[src/rtl/core/assert_macros.svh]
// Assertion macros shared by the clipper RTL.
`ifndef ASSERT_MACROS_SVH
`define ASSERT_MACROS_SVH

// Property must hold at every clock edge outside reset.
`define RBCC_ASSERT(lbl, prop, msg) \
  lbl: assert property (@(posedge clk) disable iff (!rst_n) (prop)) else $error(msg);

// Condition must never be true at a clock edge outside reset.
`define RBCC_NEVER(lbl, cond, msg) \
  lbl: assert property (@(posedge clk) disable iff (!rst_n) !(cond)) else $error(msg);

`endif

[src/rtl/core/rbcc_pkg.sv]
// Package: types and constants of the ray / box convex brush clipper.
`timescale 1ns / 1ps
package rbcc_pkg;

  localparam int BRUSH_COUNT = 4096;
  localparam int IDX_W       = $clog2(BRUSH_COUNT);
  localparam int BRUSH_W     = 12;
  localparam int CMD_W       = 3;
  localparam int Q_W         = 32;
  localparam int SURF_W      = 16;
  localparam int EPS_W       = 17;
  localparam logic [EPS_W-1:0] EPS_RESET = 17'd2048;
  localparam logic signed [Q_W-1:0] ONE_Q = 32'sh0001_0000;
  localparam int EPOCH_W     = 8;
  localparam int Q_DEPTH     = 4;
  localparam int QPTR_W      = $clog2(Q_DEPTH);
  localparam int PROD_W      = 2 * Q_W;
  localparam int FRAC_W      = 16;
  localparam int DOT_W       = 50;
  localparam int ACC_W       = 54;
  localparam int DIV_ITER    = 31;
  localparam int SAT_SH      = DIV_ITER - FRAC_W;
  localparam int DCNT_W      = $clog2(DIV_ITER);
  localparam int MUL_STEPS   = 9;
  localparam int MSTEP_W     = 4;

  typedef logic signed [Q_W-1:0] q_t;

  typedef enum logic [CMD_W-1:0] {
    CMD_START  = 3'd0,
    CMD_DELTA  = 3'd1,
    CMD_BOX_LO = 3'd2,
    CMD_BOX_HI = 3'd3,
    CMD_SIDE   = 3'd4
  } cmd_t;

  typedef struct packed {
    cmd_t                op;
    q_t                  vx;
    q_t                  vy;
    q_t                  vz;
    q_t                  offset;
    logic [SURF_W-1:0]   surf;
    logic [BRUSH_W-1:0]  brush;
    q_t                  start_t;
    logic                point;
    logic                last;
  } item_t;

  typedef struct packed {
    logic pop;
    logic clearing;
  } back_stat_t;

  typedef enum logic [3:0] {
    B_CLEAR, B_IDLE, B_VISIT, B_CHECK, B_MUL, B_SUM, B_NUM, B_DIV, B_END
  } back_state_t;

  typedef enum logic [1:0] {
    D_IDLE, D_CHECK, D_RUN, D_DONE
  } div_state_t;

endpackage

[src/rtl/core/rbcc_front.sv]
// Front end: command classification and the item queue to the back end.
`timescale 1ns / 1ps
`include "assert_macros.svh"
module rbcc_front (
  input  logic                          clk,
  input  logic                          rst_n,
  input  logic                          in_push,
  output logic                          in_full,
  input  logic [rbcc_pkg::CMD_W-1:0]    in_command,
  input  rbcc_pkg::q_t                  in_vec_x,
  input  rbcc_pkg::q_t                  in_vec_y,
  input  rbcc_pkg::q_t                  in_vec_z,
  input  rbcc_pkg::q_t                  in_plane_offset,
  input  logic [rbcc_pkg::SURF_W-1:0]   in_surface_id,
  input  logic [rbcc_pkg::BRUSH_W-1:0]  in_brush_number,
  input  rbcc_pkg::q_t                  in_start_t,
  input  logic                          in_point_trace,
  input  logic                          in_last_side,
  input  rbcc_pkg::back_stat_t          stat,
  output rbcc_pkg::item_t               head,
  output logic                          head_valid
);
  import rbcc_pkg::*;

  item_t             q_mem [Q_DEPTH];
  logic [QPTR_W-1:0] wr_ptr_r, rd_ptr_r;
  logic [QPTR_W:0]   cnt_r;
  logic              keep, accept, push;
  item_t             item;

  // unknown opcodes are taken and dropped
  always_comb begin
    unique case (in_command)
      CMD_START, CMD_DELTA, CMD_BOX_LO, CMD_BOX_HI, CMD_SIDE: keep = 1'b1;
      default: keep = 1'b0;
    endcase
  end

  always_comb begin
    item.op      = cmd_t'(in_command);
    item.vx      = in_vec_x;
    item.vy      = in_vec_y;
    item.vz      = in_vec_z;
    item.offset  = in_plane_offset;
    item.surf    = in_surface_id;
    item.brush   = in_brush_number;
    item.start_t = in_start_t;
    item.point   = in_point_trace;
    item.last    = in_last_side;
  end

  assign in_full    = (cnt_r == (QPTR_W+1)'(Q_DEPTH)) || stat.clearing;
  assign accept     = in_push && !in_full;
  assign push       = accept && keep;
  assign head_valid = (cnt_r != '0);
  assign head       = q_mem[rd_ptr_r];

  always_ff @(posedge clk) begin
    if (push) begin
      q_mem[wr_ptr_r] <= item;
    end
  end

  always_ff @(posedge clk) begin
    if (!rst_n) begin
      wr_ptr_r <= '0;
      rd_ptr_r <= '0;
      cnt_r    <= '0;
    end else begin
      if (push) wr_ptr_r <= wr_ptr_r + 1'b1;
      if (stat.pop) rd_ptr_r <= rd_ptr_r + 1'b1;
      cnt_r <= cnt_r + (QPTR_W+1)'(push) - (QPTR_W+1)'(stat.pop);
    end
  end

  `RBCC_NEVER(a_q_over, cnt_r > (QPTR_W+1)'(Q_DEPTH), "item queue overflow")
  `RBCC_NEVER(a_q_under, stat.pop && (cnt_r == '0), "pop from empty item queue")

endmodule

[config.mk]
export PLATFORM = sky130hd
export DESIGN_NAME = rbcc_front
export DESIGN_NICKNAME = d
export VERILOG_FILES = /design/src/rtl/core/rbcc_pkg.sv /design/src/rtl/core/rbcc_front.sv
export VERILOG_INCLUDE_DIRS = /design/src /design/src/rtl/core
export SDC_FILE = /design/constraint.sdc
export NUM_CORES = 1
export LEC_CHECK = 0
export ABC_AREA = 1
export BUFFER_PORTS_ARGS = -buffer_cell sky130_fd_sc_hd__buf_4
export CAP_MARGIN = 0
export CORE_MARGIN = 2
export CORE_UTILIZATION = 35
export CTS_CLUSTER_DIAMETER = 30
export CTS_CLUSTER_SIZE = 20
export DETAILED_ROUTE_END_ITERATION = 12
export GPL_TIMING_DRIVEN = 0
export HOLD_SLACK_MARGIN = 0.08
export PLACE_DENSITY = 0.59
export SLEW_MARGIN = 20
export SYNTH_ARGS = -nofsm -noshare
export SYNTH_HDL_FRONTEND = slang
export SYNTH_SLANG_ARGS = --single-unit
[constraint.sdc]
create_clock -name clk -period 10.6 [get_ports clk]
set_input_delay 1.06 -clock clk [delete_from_list [all_inputs] [get_ports clk]]
set_output_delay 1.06 -clock clk [all_outputs]
set_load 0.01 [all_outputs]
# == After elaboration in Yosys (flattened, before gate mapping) ==
# Memory sizes are Yosys's and may differ from the RTL's. A register that Yosys moved wholly into a read port is not among the register bits.
# Cells that the tools add are included.
# totals
out_inout_bits,195
memories,1
ram_bits,772
register_bits,7
in_bits,198
wordCells,25
# mem_list
memory,depth,width,rd,rd_ports_with_merged_regs,write_ports,line,rtl
q_mem,4,193,1,1,1,rbcc_front.sv:25,item_t q_mem [Q_DEPTH];
# classes
n_addsub,4
reduce_logical,7
eq_ne,5
muxes,5
# op_table
cell,count
3-bit by 2-bit equality test with 1-bit output (second input constant),2
3-bit equality test (second input constant),2
5-bit OR reduction,1
2-bit by 1-bit adder with 2-bit output (second input constant),2
2-bit 2-to-1 mux,2
3-bit by 1-bit adder with 3-bit output,1
3-bit by 1-bit equality test with 1-bit output (second input constant),1
3-bit logical NOT,1
1-bit 2-to-1 mux,3
3-bit nonzero test,1
3-bit by 1-bit subtractor with 3-bit output,1
1-bit logical AND,2
1-bit logical NOT,1
1-bit logical OR,1

# == Logic depth before layout (Yosys ltp) ==
# Gate-level depths: netlist of the first run.
# depth
word_depth,7
mapped_depth,13
depth_no_buf,13

# == Worst setup path after synthesis of the first run ==
# Ideal clock, no wire load.
# synth_timing
path_type,input to register
start,in in_command[1] in the netlist's numbering
end,"mem q_mem[0][0] in the netlist's numbering, enable pin"
arrival_ps,9511
path_buffers,0
stages,5
setup_ps,749
required_time_ps,9851
path_slack_ps,340
cell_sequence,nor2_1 > o21ai_0 > nor2_1 > inv_1 > nor2_1
# synth_between
elab_chain_len,6
elab_cells_between_ends,10
cone_classes,eq/ne: 4; mux: 3; reduce/logical: 3
# synth_lines
element,line,rtl
"start, declared",rbcc_front.sv:9,"input logic [rbcc_pkg::CMD_W-1:0] in_command,"
3-bit by 1-bit equality test with 1-bit output (tied with other cells),rbcc_front.sv:33,unique case (in_command)
5-bit OR reduction *,rbcc_front.sv:33,
1-bit 2-to-1 mux *,rbcc_front.sv:33,
1-bit logical AND *,rbcc_front.sv:54,assign push = accept && keep;
1-bit 2-to-1 mux *,rbcc_front.sv:59,if (push) begin
1-bit 2-to-1 mux (not written as such) *,rbcc_front.sv:60,q_mem[wr_ptr_r] <= item;
"end, declared",rbcc_front.sv:25,
# Mark *: on every way between the ends. The rest lies on a longest branch, timed or not.

==> results.sh, run 1 <==
export IMPL_numCtsBuffers=158
export IMPL_ys_warn_count=0
export IMPL_hold_end="q_mem[3][86]$_DFFE_PP_"
export IMPL_vias_per_cell=5.06
export IMPL_worstMarginPinSlew_ps=775
export IMPL_clock_sink_count=781
export IMPL_dpl_cell_area_um2=34400
export IMPL_nets=2732
export IMPL_setup_viol=0
export IMPL_layout_common_cells="edfxtp_1 (772), buf_4 (401), nor2_1 (398)"
export IMPL_ant_nets=0
export IMPL_path_buf_inv=4
export IMPL_grt_pass1_vias=19527
export IMPL_path_depth=6
export IMPL_hold_viol_final=0
export IMPL_avgSynthCellArea_um2=15.0
export IMPL_initial_utilization_pct=35.4
export IMPL_fp_row_count=105
export IMPL_io_pins=393
export IMPL_min_period_ps=3780
export IMPL_drt_iter0_markers=1352
export IMPL_grt_pass1_wl_um=121000
export IMPL_synthFlopType="edfxtp_1"
export IMPL_slowest_delay_ps=460
export IMPL_syn_inst=1933
export IMPL_rsz0062_at_grt="false"
export IMPL_die_w_um=292
export IMPL_yosysSeqAreaShare_pct=80.3
export IMPL_design_power_total_mw=9.34
export IMPL_ys_ff_latch=781
export IMPL_synth_area_um2=29100
export IMPL_fin_skew_ps=32.5
export IMPL_ir_drop_uv=174
export IMPL_place_hpwl_um=53000
export IMPL_reg2reg_slack_ps=7570
export IMPL_die_h_um=292
export IMPL_reg2reg_depth=12
export IMPL_cts_hold_buf=0
export IMPL_route_detailed_drc=0
export IMPL_cts_clk_slew_worst_paths_ps=50
export IMPL_hold_path_class="primary input to flip-flop"
export IMPL_cp_data_arrival_time_ps=2720
export IMPL_reg2reg_from="cnt_r[1]$_SDFF_PN0_"
export IMPL_crit_type="flip-flop to output port"
export IMPL_clkLatencyLatePin_ps=730
export IMPL_startpoint_type="flip-flop"
export IMPL_route_detailed_wl_per_inst_um=22.1
export IMPL_drive_above_1_share_pct=28.7
export IMPL_hold_path_startpoint="in_plane_offset[24]"
export IMPL_antenna_found_initial=7
export IMPL_cp_required_ps=9540
export IMPL_totalWireLength_um=82500
export IMPL_synth_fp_nets=2138
export IMPL_endpoint_kind="output port"
export IMPL_crit_family="buffers and inverters"
export IMPL_reg2reg_to="q_mem[1][105]$_DFFE_PP_"
export IMPL_cts_resized_gates=0
export IMPL_yosysUniqueCellTypes=20
export IMPL_area_growth_pct=37.6
export IMPL_grt_overflow_total=0
export IMPL_vias=18916
export IMPL_max_freq_mhz=265
export IMPL_cap_violations=0
export IMPL_synthArstFlopShare_pct=0
export IMPL_cts_tree="done"
export IMPL_leakage_nw=14.2
export IMPL_slowest_stage="clkbuf_1"
export IMPL_grt_max_degree=23
export IMPL_cts_max_path_buffers=3
export IMPL_cts_max_level=4
export IMPL_fin_area_um2=40000
export IMPL_drtPass1Iterations=5
export IMPL_cts_root_buf="clkbuf_16"
export IMPL_fin_crit_sh_pct=35.6
export IMPL_routabilityCongestion=0.766
export IMPL_portBuffers=392
export IMPL_whs_path_depth=1
export IMPL_cp_cell_sequence="inv_1, buf_2, clkbuf_1, o21ai_0, o22ai_1, buf_4"
export IMPL_slew_headroom_pct=48.2
export IMPL_pwr_density_cell_nw_per_um2=233
export IMPL_cts_setup_buffers=0
export IMPL_final_common_cell="edfxtp_1"
export IMPL_synth_edf_count=772
export IMPL_report_final_slew_viol_count=0
export IMPL_die_area_um2=85400
export IMPL_fp_coreArea_um2=82200
export IMPL_cp_max_fo=10
export IMPL_run_status="completed"
export IMPL_track_usage_pct=19.0
kinds of logic (layout without fill, tap and decap cells):
family | count (synthesis) | count (layout) | share of synthesized area, %
AND/OR/NAND/NOR | 411 | 411 | 5.31
AO/OA/AOI/OAI | 586 | 586 | 10.9
flip-flops | 781 | 781 | 80.3
XOR/XNOR | 1 | 1 | 0.0301
adder cells (fa/ha/maj) | 7 | 7 | 0.327
buffers and inverters | 147 | 875 | 3.09
other | 0 | 4 | 0
registers in the layout, indices dropped and copies added, names as in the netlist, named ones only:
register / flops
cnt_r: 3
wr_ptr_r: 2
q_mem: 772
rd_ptr_r: 2
worst register-to-register path, delay by kind of cell (launching register included):
kind | cells | cell delay (ps)
buf+inv | 7 | 1380
simple gates | 5 | 920
flops | 1 | 380
Yosys cell counts, types with 6 or more instances:
cell | instances | share of area (%)
nor2_1 | 402 | 5.2
inv_1 | 19 | 0.25
edfxtp_1 | 772 | 80
buf_6 | 28 | 1.1
o21ai_1 | 34 | 0.59
o21ai_0 | 356 | 6.1
ha_1 | 6 | 0.26
buf_4 | 9 | 0.23
o22ai_1 | 193 | 4.2
nand2_1 | 7 | 0.090
clkbuf_1 | 63 | 0.81
dfxtp_1 | 9 | 0.62
buf_2 | 21 | 0.36
through the flow:
| step | hold slack, ps | instances | util, % | setup slack [ps] | TNS (ps) |
|---|---|---|---|---|---|
| after floorplan | 412 | 1933 | - | 340 | 0 |
| after global placement | 495 | 3395 | 40.6 | -7290 | -5549880 |
| after detailed placement | 502 | 3437 | 41.8 | 6670 | 0 |
| after CTS | 452 | 3731 | 48.7 | 6700 | 0 |
| after global routing | 468 | 3734 | 48.7 | 6580 | 0 |
| final | 514 | 3735 | 48.7 | 6820 | 0 |
layer usage:
layer  vias to the layer above  routed length, µm  part of all wire [%]  track usage (%)
li1                       8604                  -                     -                -
met1                      9473              32300                    39             22.8
met2                       703              42000                    51             32.4
met3                       130               6290                   7.6             5.39
met4                         6               1910                   2.3             7.37
met5                         -                 36                 0.044                0
worst max path at each step:
stage / endpoint / slack [ps]
floorplan: q_mem[0][0]$_DFFE_PP_ / 340
global placement: q_mem[0][100]$_DFFE_PP_ / -7290
detailed placement: q_mem[1][104]$_DFFE_PP_ / 6670
CTS: head[77] / 6700
global route: head[105] / 6580
finish: head[84] / 6820
power by group:
group | internal, mW | leakage [nW] | switching [mW]
Sequential | 3.49 | 7.05 | 0.0198
Combinational | 0.302 | 4.41 | 0.445
Clock | 3.38 | 2.69 | 1.70
final cells by class:
type / instances / area [µm²]
plain buffers: 127 / 811
repair buffers: 434 / 3930
multi-input cells: 1005 / 4850
clock buffers: 171 / 4030
fillers: 6948 / 42200
clock inverters: 123 / 1600
well taps: 1070 / 1340
flip-flops and latches: 781 / 23400
diodes: 4 / 10.0
inverters: 20 / 87.6
(Power assumes the default switching activity.)
==> run 2, diff against run 1 <==
Settings changed: PLACE_DENSITY 0.59 to 0.57.
Clock period 10.6 ns to 3.6 ns, I/O delays scaled along.
==> run 2 against run 1 <==
Global-route usage is 0.098 points higher. Clock skew is 9.0 ps lower. Worst setup slack worse by 6500 ps. Via count is 3.7% higher. Core utilization is 2.1 points higher. Flip-flop and latch count stayed put. Register-to-register slack worse by 6700 ps. Critical path type unchanged. Critical endpoint is now head[13].
==> results.sh, run 2 (synthesis gave the netlist of run 1 again) <==
export IMPL_pwr_share_seq_pct=38.4
export IMPL_routabilityCongestion=0.755
export IMPL_area_growth_pct=43.7
export IMPL_hold_viol_final=0
export IMPL_initial_utilization_pct=35.4
export IMPL_track_usage_pct=19.1
export IMPL_pwr_share_clk_pct=52.6
export IMPL_pwr_density_cell_nw_per_um2=644
export IMPL_cts_tree="done"
export IMPL_ant_nets=0
export IMPL_whs_path_depth=2
export IMPL_reg2reg_to="q_mem[1][120]$_DFFE_PP_"
export IMPL_grt_pass1_vias=20455
export IMPL_die_h_um=292
export IMPL_grt_max_degree=22
export IMPL_switching_share_pct=22.9
export IMPL_cp_max_fo=10
export IMPL_layout_common_cells="edfxtp_1 (772), buf_4 (401), nor2_1 (395)"
export IMPL_place_hpwl_um=52900
export IMPL_cp_data_arrival_time_ps=2890
export IMPL_vias=19617
export IMPL_nets=2928
export IMPL_hold_path_class="primary input to flip-flop"
export IMPL_internal_power_mw=20.8
export IMPL_reg_largest_list="q_mem (772), cnt_r (3)"
export IMPL_leakage_nw=14.9
export IMPL_cts_max_level=4
export IMPL_design_power_total_mw=26.9
export IMPL_clkLatencyLatePin_ps=710
export IMPL_switching_power_mw=6.16
export IMPL_setup_viol=0
export IMPL_fin_skew_ps=23.5
export IMPL_fp_row_count=105
export IMPL_grt_overflow_total=0
export IMPL_final_common_cell="edfxtp_1"
export IMPL_route_detailed_drc=0
export IMPL_cts_hold_buf=199
export IMPL_reg2reg_slack_ps=920
export IMPL_cp_required_ps=3240
export IMPL_max_freq_mhz=307
export IMPL_cts_clk_slew_worst_paths_ps=50
export IMPL_startpoint_type="flip-flop"
export IMPL_reg2reg_from="cnt_r[1]$_SDFF_PN0_"
export IMPL_report_final_slew_viol_count=0
export IMPL_largest_reg_flops=772
export IMPL_n_fill_cell=6857
export IMPL_cts_resized_gates=0
export IMPL_drive_above_1_share_pct=26.5
export IMPL_grt_pass1_wl_um=122000
export IMPL_numCtsBuffers=154
export IMPL_endpoint_kind="output port"
export IMPL_worstMarginPinSlew_ps=761
export IMPL_min_period_ps=3250
export IMPL_largest_register="q_mem"
export IMPL_fp_coreArea_um2=82200
export IMPL_fin_area_um2=41800
export IMPL_drt_iter0_markers=1570
export IMPL_route_detailed_wl_per_inst_um=21.2
export IMPL_cap_violations=0
export IMPL_clock_sink_count=781
export IMPL_hold_end="q_mem[0][23]$_DFFE_PP_"
export IMPL_reg2reg_depth=11
export IMPL_die_w_um=292
export IMPL_io_pins=393
export IMPL_postLayoutCoreUtil_pct=50.8
export IMPL_drtPass1Iterations=7
export IMPL_combPwrFrac_pct=9.0
export IMPL_ir_drop_uv=375
export IMPL_die_area_um2=85400
export IMPL_totalWireLength_um=83200
export IMPL_slew_headroom_pct=49.3
export IMPL_crit_type="flip-flop to output port"
export IMPL_cts_setup_buffers=0
export IMPL_run_status="completed"
export IMPL_cts_max_path_buffers=3
export IMPL_vias_per_cell=5.00
export IMPL_hold_path_startpoint="in_start_t[21]"
export IMPL_rsz0062_at_grt="false"
export IMPL_portBuffers=392
export IMPL_dpl_cell_area_um2=34500
export IMPL_cts_root_buf="clkbuf_16"
export IMPL_fin_crit_sh_pct=90.4
export IMPL_antenna_found_initial=6
## run 2: layout make-up
| cell class | instances | area (µm²) | area share [%] |
|---|---|---|---|
| inverters | 20 | 90.1 | 0.216 |
| clock inverters | 107 | 1350 | 3.23 |
| diodes | 5 | 12.5 | 0.0299 |
| clock buffers | 174 | 3950 | 9.45 |
| repair buffers | 634 | 5990 | 14.3 |
| multi-input cells | 1005 | 4880 | 11.7 |
| plain buffers | 127 | 811 | 1.94 |
| well taps | 1070 | 1340 | 3.20 |
| flip-flops and latches | 781 | 23400 | 55.9 |
## run 2: power by group through the flow
stage / clock [mW] / sequential [mW] / combinational, mW
after global routing: 14.9 / 10.3 / 2.60
final: 14.2 / 10.3 / 2.42
after detailed placement: 0 / 10.5 / 2.24
after CTS: 14.4 / 10.3 / 2.45
after global placement: 0 / 10.5 / 2.10
after floorplan: 0 / 10.5 / 0.957
## run 2: worst max-delay path by stage
stage,startpoint,endpoint,slack [ps],depth (start not counted)
after global routing,flip-flop,head[44],200,6
after global placement,in_command[1],q_mem[0][89]$_DFFE_PP_,-3230,6
final,flip-flop,head[13],350,7
after detailed placement,in_command[1],q_mem[1][95]$_DFFE_PP_,730,11
after CTS,flip-flop,head[44],260,6
after floorplan,cnt_r[1]$_SDFF_PN0_,q_mem[0][0]$_DFFE_PP_,-420,6
## run 2: worst max-delay path, cell delays in order, from the launching register on
cell and delay (ps):
dfxtp_1 300, buf_6 150, buf_8 170, inv_12 90
clkbuf_1 450, o21ai_0 160, o22ai_1 610, buf_4 250
## run 2: through the flow
step | hold slack [ps] | std cells | TNS [ps] | setup WS, ps
after global placement | 428 | 3395 | -2423460 | -3230
after CTS | 316 | 3918 | 0 | 261
after global routing | 345 | 3919 | 0 | 196
after floorplan | 412 | 1933 | -318050 | -424
after detailed placement | 432 | 3438 | 0 | 735
final | 378 | 3923 | 0 | 347
## run 2: per-layer routing
layer	vias to the layer above	part of all wire (%)	GRT usage [%]
li1	8986	-	-
met1	9739	40	23.4
met2	723	50	32.3
met3	167	6.6	4.78
met4	2	3.2	7.83
met5	-	0.016	0
==> run 3, diff against run 2 <==
Settings changed: CORE_MARGIN 2 to 8, HOLD_SLACK_MARGIN 0.08 to default.
==> run 3 against run 2 <==
Worst setup slack improved by 150 ps. Sequential share of layout area decreased by 0.17 points. Largest power group unchanged. Via count decreased by 0.24%. Non-clock buffer count increased by 1. Flip-flop and latch count unchanged. Combinational power about the same. Largest cell class unchanged. Routed wire length increased by 2.8%. Critical path type unchanged. Sequential power about the same. Core utilization increased by 0.15 points. Highest routed layer unchanged. Design area increased by 0.30%.
==> results.sh, run 3 (synthesis gave the netlist of run 1 again) <==
export IMPL_run_status="completed"
export IMPL_endpoint_kind="output port"
export IMPL_die_h_um=304
export IMPL_internal_power_mw=21.3
export IMPL_crit_type="flip-flop to output port"
export IMPL_cap_violations=0
export IMPL_cts_setup_buffers=0
export IMPL_slowest_stage="clkbuf_1"
export IMPL_place_hpwl_um=56000
export IMPL_pwr_density_cell_nw_per_um2=655
export IMPL_layout_common_cells="edfxtp_1 (772), buf_4 (401), nor2_1 (395)"
export IMPL_cp_required_ps=3240
export IMPL_setup_viol=0
export IMPL_slew_headroom_pct=47.9
export IMPL_cts_max_level=4
export IMPL_design_power_total_mw=27.5
export IMPL_worstMarginPinSlew_ps=782
export IMPL_portBuffers=392
export IMPL_fp_row_count=105
export IMPL_cts_clk_slew_worst_paths_ps=50
export IMPL_routabilityCongestion=0.741
export IMPL_pwr_share_clk_pct=53.5
export IMPL_combPwrFrac_pct=8.8
export IMPL_max_freq_mhz=323
export IMPL_drtPass1Iterations=5
export IMPL_rsz0062_at_grt="false"
export IMPL_area_growth_pct=44.1
export IMPL_reg_largest_list="q_mem (772), cnt_r (3)"
export IMPL_die_area_um2=92600
export IMPL_grt_overflow_total=0
export IMPL_switching_power_mw=6.11
export IMPL_track_usage_pct=18.0
export IMPL_grt_pass1_wl_um=128000
export IMPL_cts_resized_gates=0
export IMPL_fp_coreArea_um2=82200
export IMPL_die_w_um=304
export IMPL_ir_drop_uv=533
export IMPL_fin_crit_sh_pct=86.1
export IMPL_largest_register="q_mem"
export IMPL_hold_path_class="primary input to flip-flop"
export IMPL_drt_iter0_markers=1147
export IMPL_cts_max_path_buffers=3
export IMPL_final_common_cell="edfxtp_1"
export IMPL_route_detailed_wl_per_inst_um=21.8
export IMPL_vias_per_cell=4.99
export IMPL_cp_max_fo=10
export IMPL_clock_sink_count=781
export IMPL_largest_reg_flops=772
export IMPL_grt_max_degree=22
export IMPL_cts_root_buf="clkbuf_16"
export IMPL_cp_cell_sequence="buf_2, clkbuf_1, o21ai_0, o22ai_1, buf_4"
export IMPL_report_final_slew_viol_count=0
export IMPL_holdWs_ps=385
export IMPL_startpoint_type="flip-flop"
export IMPL_min_period_ps=3100
export IMPL_antennaDiodeCount=0
export IMPL_dpl_cell_area_um2=34500
export IMPL_initial_utilization_pct=35.4
export IMPL_antenna_found_initial=2
export IMPL_numCtsBuffers=155
export IMPL_grt_pass1_vias=20772
export IMPL_drive_above_1_share_pct=26.4
export IMPL_hold_viol_final=0
export IMPL_totalWireLength_um=85500
export IMPL_fin_area_um2=41900
export IMPL_leakage_nw=14.9
export IMPL_switching_share_pct=22.3
export IMPL_cp_data_arrival_time_ps=2740
export IMPL_io_pins=393
export IMPL_ant_nets=0
export IMPL_slowest_delay_ps=470
export IMPL_nets=2930
export IMPL_cts_tree="done"
export IMPL_pwr_share_seq_pct=37.6
export IMPL_n_fill_cell=6762
export IMPL_vias=19570
export IMPL_clkLatencyLatePin_ps=720
export IMPL_fin_skew_ps=32.1
export IMPL_route_detailed_drc=0
-- run 3: final timing paths --
path              cells after the start  slack (ps)                        to                startpoint
hold / removal                        2         390   q_mem[1][180]$_DFFE_PP_              in_vec_x[22]
setup reg to reg                     11         840   q_mem[3][103]$_DFFE_PP_       cnt_r[1]$_SDFF_PN0_
hold reg to reg                       1         450  rd_ptr_r[1]$_SDFFE_PN0P_  rd_ptr_r[1]$_SDFFE_PN0P_
setup / recovery                      5         500                  head[76]                 flip-flop
-- run 3: critical path, delay by kind of cell (launching register included) --
kind | cells | cell delay (ps)
DFF | 1 | 420
buffers and inverters | 3 | 1080
AOI/OAI and AO/OA | 2 | 500
-- run 3: final cells by class --
type / instances / area [µm²] / area share, %
plain buffers: 127 / 811 / 1.93
clock buffers: 181 / 4080 / 9.74
clock inverters: 105 / 1370 / 3.27
inverters: 20 / 90.1 / 0.215
multi-input cells: 1005 / 4880 / 11.6
flip-flops and latches: 781 / 23400 / 55.8
well taps: 1070 / 1340 / 3.19
repair buffers: 635 / 5980 / 14.3
-- run 3: metrics by stage --
step	std cells	worst slack [ps]	utilization [%]	TNS (ps)
floorplan	1933	-424	-	-318050
global placement	3395	-3300	40.6	-2468900
CTS	3924	402	51.0	0
finish	3924	500	51.0	0
detailed placement	3439	679	41.9	0
global route	3924	290	51.0	0
-- run 3: metal layers --
metal,routed length [µm],GRT usage [%],vias up
met3,5740,4.88,162
met5,13,0,-
met2,42100,30.2,700
met4,2590,7.30,2
met1,35000,21.9,9707
li1,-,-,8999
-- run 3: power by group through the flow --
| stage | Clock (mW) | Combinational, mW | Sequential, mW |
|---|---|---|---|
| after CTS | 15.0 | 2.47 | 10.3 |
| after global routing | 15.4 | 2.62 | 10.3 |
| final | 14.7 | 2.43 | 10.3 |
| after floorplan | 0 | 0.957 | 10.5 |
| after detailed placement | 0 | 2.27 | 10.5 |
| after global placement | 0 | 2.13 | 10.5 |
-- run 3: what timing repair did --
| item | CTS | global route |
|---|---|---|
| endpoints found under the hold margin | 781 | 0 |
| hold buffers | 199 | 0 |
| setup endpoints to repair | 0 | 0 |
